## src/rtl/trilinear_volume_sampler_macros.svh

```systemverilog
// Assertion macros for the trilinear volume sampler.
`ifndef TRILINEAR_VOLUME_SAMPLER_MACROS_SVH
`define TRILINEAR_VOLUME_SAMPLER_MACROS_SVH
`define TVS_ASSERT_IMPL(label, clk, rst_n, cond, consq, msg) \
    label: assert property (@(posedge clk) disable iff (!rst_n) (cond) |-> (consq)) \
        else $error(msg);
`define TVS_ASSERT_NEXT(label, clk, rst_n, cond, consq, msg) \
    label: assert property (@(posedge clk) disable iff (!rst_n) (cond) |=> (consq)) \
        else $error(msg);
`endif

```

## src/rtl/tvs_lerp.sv

```systemverilog
// Registered linear blend a*(1-f) + b*f with a pipeline enable.
module tvs_lerp #(
    parameter int IW = 16,
    parameter int FW = 10
) (
    input  logic             i_clk,
    input  logic             i_en,
    input  logic [IW-1:0]    i_a,
    input  logic [IW-1:0]    i_b,
    input  logic [FW-1:0]    i_f,
    output logic [IW+FW-1:0] o_y
);
    logic [FW:0]     w_one_minus;
    logic [IW+FW:0]  w_sum;
    logic [IW+FW-1:0] r_y;

    assign w_one_minus = (FW+1)'(1 << FW) - {1'b0, i_f};
    assign w_sum = (IW+FW+1)'(i_a) * (IW+FW+1)'(w_one_minus)
                 + (IW+FW+1)'(i_b) * (IW+FW+1)'(i_f);

    always_ff @(posedge i_clk) begin
        if (i_en) begin
            r_y <= w_sum[IW+FW-1:0];
        end
    end

    assign o_y = r_y;
endmodule

```

## config.mk

```make
export PLATFORM = sky130hd
export DESIGN_NAME = tvs_lerp
export DESIGN_NICKNAME = d
export VERILOG_FILES = /design/src/rtl/trilinear_volume_sampler_macros.svh /design/src/rtl/tvs_lerp.sv
export SDC_FILE = /design/constraint.sdc
export NUM_CORES = 1
export LEC_CHECK = 0
export BUFFER_PORTS_ARGS = -buffer_cell sky130_fd_sc_hd__buf_2
export CORE_ASPECT_RATIO = 1.25
export CORE_MARGIN = 2
export CORE_UTILIZATION = 29
export DETAILED_ROUTE_END_ITERATION = 12
export PLACE_DENSITY_LB_ADDON = 0.25
export SLEW_MARGIN = 10
export SYNTH_ARGS = -nofsm -noshare
export SYNTH_HDL_FRONTEND = slang
export SYNTH_SLANG_ARGS = --single-unit
export TNS_END_PERCENT = 100
```

## constraint.sdc

```tcl
create_clock -name i_clk -period 8.87 [get_ports i_clk]
set_clock_uncertainty 0.2 [all_clocks]
set_input_delay 1.774 -clock i_clk [delete_from_list [all_inputs] [get_ports i_clk]]
set_output_delay 1.774 -clock i_clk [all_outputs]
set_load 0.03 [all_outputs]
```

==> results of run 1 <==
[critical path: stages]
cell	delay (ns)
buf_2	0.11
inv_1	0.08
ha_2	0.19
nand2_2	0.06
or3_4	0.40
nor3_4	0.28
xnor2_4	0.16
and2_1	0.20
fa_1	0.39
fa_1	0.49
inv_1	0.05
fa_1	0.47
inv_1	0.05
fa_1	0.51
fa_1	0.42
fa_1	0.50
inv_1	0.05
fa_1	0.47
inv_1	0.04
ha_1	0.32
a21oi_2	0.18
o211ai_1	0.17
a2111o_1	0.47
nand2_2	0.11
o31a_4	0.15
nor4b_2	0.05
a211o_1	0.27
[Yosys cell counts, types with 9 or more instances]
master | n | area share
inv_1 | 327 | 0.10
a21oi_1 | 18 | 0.0076
xnor2_1 | 24 | 0.018
a21o_1 | 9 | 0.0057
nand2_1 | 130 | 0.041
and3_1 | 14 | 0.0074
clkbuf_1 | 52 | 0.016
nor2_1 | 10 | 0.0032
ha_1 | 100 | 0.11
edfxtp_1 | 26 | 0.066
and2_1 | 205 | 0.11
fa_1 | 281 | 0.47
[through the flow]
step | std cells | hold WS, ns | worst slack [ns] | utilization | TNS, ns
6_report | 1886 | 1.87 | 0.280 | 0.333 | 0
5_1_grt | 1886 | 1.92 | -0.0306 | 0.333 | -0.0621
4_1_cts | 1883 | 1.89 | 0.0430 | 0.327 | 0
3_5_place_dp | 1879 | 2.05 | -0.232 | 0.325 | -1.23
3_3_place_gp | 1879 | 2.05 | -0.149 | 0.325 | -0.661
2_1_floorplan | 1267 | 1.69 | 0.0982 | - | 0
[logic make-up (layout without fill, tap and decap cells)]
kind of cell / Yosys count / count (layout) / share of synthesized area
buf+inv: 387 / 460 / 0.123
compound gates: 57 / 57 / 0.0339
mux: 1 / 1 / 0.000844
xor+xnor: 30 / 30 / 0.0222
fa+ha+maj: 381 / 381 / 0.580
flops: 26 / 26 / 0.0658
simple gates: 385 / 385 / 0.174
[worst max path at each step]
stage           start           endpoint  slack, ns  cells past startpoint
2_1_floorplan  i_f[1]  o_y[22]$_DFFE_PP_        0.1                     26
3_5_place_dp   i_f[1]  o_y[22]$_DFFE_PP_      -0.23                     27
3_3_place_gp   i_f[1]  o_y[25]$_DFFE_PP_      -0.15                     28
5_1_grt        i_f[0]  o_y[25]$_DFFE_PP_      -0.03                     29
4_1_cts        i_f[1]  o_y[25]$_DFFE_PP_       0.04                     28
6_report       i_f[0]  o_y[24]$_DFFE_PP_       0.28                     27
[layer usage]
metal,vias to the layer above,GRT usage,share of wire
met1,4385,0.171,0.39
met5,-,0,0
li1,3808,-,-
met2,76,0.285,0.59
met4,0,0.0206,0.013
met3,19,0.00982,0.013
[timing repair]
action | CTS | global route
hold endpoints to repair | 0 | 0
setup endpoints to repair | 0 | 9
setup buffers | 0 | 3
gates resized for setup | 0 | 33
[final cells by class]
class,count,area share
Inverter,327,0.0918
Sequential cell,26,0.0584
Clock buffer,3,0.00561
Tap cell,546,0.0511
Multi-Input combinational cell,854,0.733
Clock inverter,1,0.000281
Timing Repair Buffer,129,0.0595
==> impl_metrics.json, run 1 <==
{
  "syn_avg_cell_area_um2": 9.36,
  "fin_area_um2": 13400,
  "start_kind": "input port",
  "tightest_slew_ns": 0.657,
  "whs_path_depth": 1,
  "worst_ep_required_time_ns": 8.70,
  "multi_input_area_um2": 9810,
  "hold_violations": 0,
  "layout-drive-gt1-share": 0.126,
  "placementRows": 82,
  "ys_seq_area_frac": 0.0658,
  "syn_area_um2": 11900,
  "fmax_mhz": 116,
  "grt_pass1_vias": 9063,
  "cts_tree": "done",
  "worstHoldStart": "i_en",
  "drc_errors": 0,
  "synth-main-ff-cell": "edfxtp_1",
  "final_nets": 1766,
  "grt_max_degree": 33,
  "drtAntennaViolNets": 0,
  "cts_sinks": 26,
  "holdPathEnd": "o_y[24]$_DFFE_PP_",
  "regArea_um2": 781,
  "die_h_um": 230,
  "hold_path.class": "input port to flop",
  "die_w_um": 185,
  "antenna_found_initial": 0,
  "hold_buffers": 0,
  "detail_route.wl_per_cell_um": 15.5,
  "gp_congestion": 0.797,
  "cts_made_buffers": 3,
  "slew_viol_final": 0,
  "start_util": 0.295,
  "synthCells": 1267,
  "period_minus_slack_ns": 8.59,
  "clkSlewWorstSetupHoldPaths_ns": 0.07,
  "end_kind": "flop",
  "diodes": 0,
  "htreeDepth": 1,
  "ys_warn_count": 0,
  "synth_fp_nets": 1692,
  "area_delta_synth_final_pct": 12.8,
  "ys_types": 47,
  "synthArstFlopShare": 0,
  "vias_per_cell": 4.39,
  "grt_pass1_wl_um": 47700,
  "vias": 8288,
  "drt_wl_total_um": 29300,
  "largest_register_ffs": 26,
  "max_slew_margin": 0.562,
  "maxCapViolations": 0,
  "outcome": "finished clean",
  "drtIter0Drc": 276,
  "timing_worst_setup_path_type": "input port to flop",
  "cp_max_fo": 8,
  "core_area_um2": 40200,
  "dp_hpwl_um": 25500,
  "cts_max_path_buffers": 2,
  "groute.usage.overall": 0.144,
  "die-area_um2": 42500,
  "gr-total-overflow": 0,
  "post-route-period-util": 0.968,
  "fill_cells": 4320,
  "first_pass_iters": 4,
  "io_buffer_count": 69,
  "final_cell_mix": "inv_1, fa_1, and2_1",
  "synth-edff-count": 26,
  "num_io_pins": 70,
  "dpl_cell_area_um2": 13100,
  "crit_arrival_ns": 8.42,
  "final_common_cell": "inv_1",
  "ys_ff_latch": 26,
  "cts_root_buffer": "clkbuf_16",
  "setup_viol": 0
}
Power of run 1 is left out: the tool's default activity adds up to more than one toggle a clock period on the data nets, which glitch-free logic cannot reach.
==> run 2, diff against run 1 <==
--- a/config.mk
+++ b/config.mk
@@ -6,9 +6,9 @@
 export NUM_CORES = 1
 export LEC_CHECK = 0
 export BUFFER_PORTS_ARGS = -buffer_cell sky130_fd_sc_hd__buf_2
-export CORE_ASPECT_RATIO = 1.25
 export CORE_MARGIN = 2
 export CORE_UTILIZATION = 29
+export CTS_BUF_LIST = sky130_fd_sc_hd__clkbuf_2
 export DETAILED_ROUTE_END_ITERATION = 12
 export PLACE_DENSITY_LB_ADDON = 0.25
 export SLEW_MARGIN = 10
==> run 2 against run 1 <==
Final cell count down 1.0%. Utilization decreased by 0.94 points. Sequential share of layout area is 0.12 points higher. Largest cell class unchanged. Critical path type unchanged. Flip-flop and latch count stayed put. Worst setup slack worse by 0.093 ns.
==> impl_metrics.json, run 2 (synthesized netlist as in run 1, its figures left out) <==
{
  "die_w_um": 206,
  "clkSlewWorstSetupHoldPaths_ns": 0.26,
  "regArea_um2": 781,
  "final_nets": 1761,
  "gr-total-overflow": 0,
  "tightest_slew_ns": 0.623,
  "hold_violations": 0,
  "crit_arrival_ns": 8.67,
  "slew_viol_final": 0,
  "timing_worst_setup_path_type": "input port to flop",
  "worst_ep_required_time_ns": 8.86,
  "largest_register_ffs": 26,
  "period_minus_slack_ns": 8.68,
  "setup_viol": 0,
  "area_delta_synth_final_pct": 10.5,
  "antenna_found_initial": 1,
  "die_h_um": 206,
  "cts_root_buffer": "clkbuf_2",
  "drtAntennaViolNets": 0,
  "fmax_mhz": 115,
  "cts_tree": "done",
  "dp_hpwl_um": 25500,
  "start_kind": "input port",
  "io_buffer_count": 69,
  "vias_per_cell": 4.40,
  "end_kind": "flop",
  "drtIter0Drc": 312,
  "critPathMaxStageDelay_ns": 0.59,
  "gp_congestion": 0.785,
  "rsz0062_at_grt": "yes",
  "max_slew_margin": 0.585,
  "final_cell_mix": "inv_1, fa_1, and2_1",
  "first_pass_iters": 4,
  "multi_input_area_um2": 9660,
  "drt_wl_total_um": 28700,
  "post-route-period-util": 0.979,
  "slowest_stage": "fa_1",
  "grt_pass1_vias": 8914,
  "crit_top_cell": "fa_1",
  "hold_buffers": 0,
  "maxCapViolations": 0,
  "hold_path.class": "input port to flop",
  "final_common_cell": "inv_1",
  "vias": 8206,
  "core_area_um2": 40600,
  "fill_cells": 4343,
  "grt_max_degree": 34,
  "htreeDepth": 1,
  "cts_made_buffers": 3,
  "groute.usage.overall": 0.143,
  "num_io_pins": 70,
  "cts_resized": 0,
  "drc_errors": 0,
  "detail_route.wl_per_cell_um": 15.4,
  "layout-drive-gt1-share": 0.108,
  "start_util": 0.292,
  "postCtsSetupBuffers": 0,
  "outcome": "finished clean",
  "placementRows": 74,
  "cp_max_fo": 8,
  "cts_sinks": 26,
  "fin_setup_tns_ns": 0,
  "grt_pass1_wl_um": 47300,
  "cts_max_path_buffers": 2,
  "die-area_um2": 42500
}
-- run 2: path summary, 6_finish.rpt --
check | startpoint | end | slack (ns) | depth (start not counted)
worst max-delay path | i_f[1] | o_y[22]$_DFFE_PP_ | 0.19 | 27
worst min-delay path | i_en | o_y[13]$_DFFE_PP_ | 1.70 | 1
-- run 2: area by class of cell --
class,instances,share of cell area
Timing Repair Buffer,124,0.0579
Inverter,327,0.0937
Antenna cell,1,0.000191
Sequential cell,26,0.0596
Multi-Input combinational cell,854,0.737
Tap cell,532,0.0508
Clock buffer,3,0.00115
-- run 2: critical path, delay by kind of cell --
kind            cells  cell delay (ns)
compound gates      4             1.03
xor+xnor            1             0.19
fa+ha+maj           9             3.95
buf+inv             6             0.38
mux                 1             0.14
simple gates        6             1.17
-- run 2: through the flow --
step / hold slack, ns / area [um2] / worst slack, ns / util / std cells
2_1_floorplan: 1.69 / 11900 / 0.0982 / - / 1267
3_3_place_gp: 2.05 / 13100 / -0.163 / 0.322 / 1863
3_5_place_dp: 2.05 / 13100 / -0.273 / 0.322 / 1863
4_1_cts: 1.68 / 13100 / 0.203 / 0.322 / 1866
5_1_grt: 1.70 / 13100 / -0.0469 / 0.323 / 1867
6_report: 1.70 / 13100 / 0.187 / 0.323 / 1867
-- run 2: metal layers --
metal / vias to the layer above / track usage / wire [um]
met3: 20 / 0.0101 / 685
li1: 3799 / - / -
met4: 0 / 0.0196 / 367
met2: 103 / 0.263 / 15400
met1: 4284 / 0.188 / 12200
met5: - / 0 / 0
Power of run 2 is left out for the same reason.
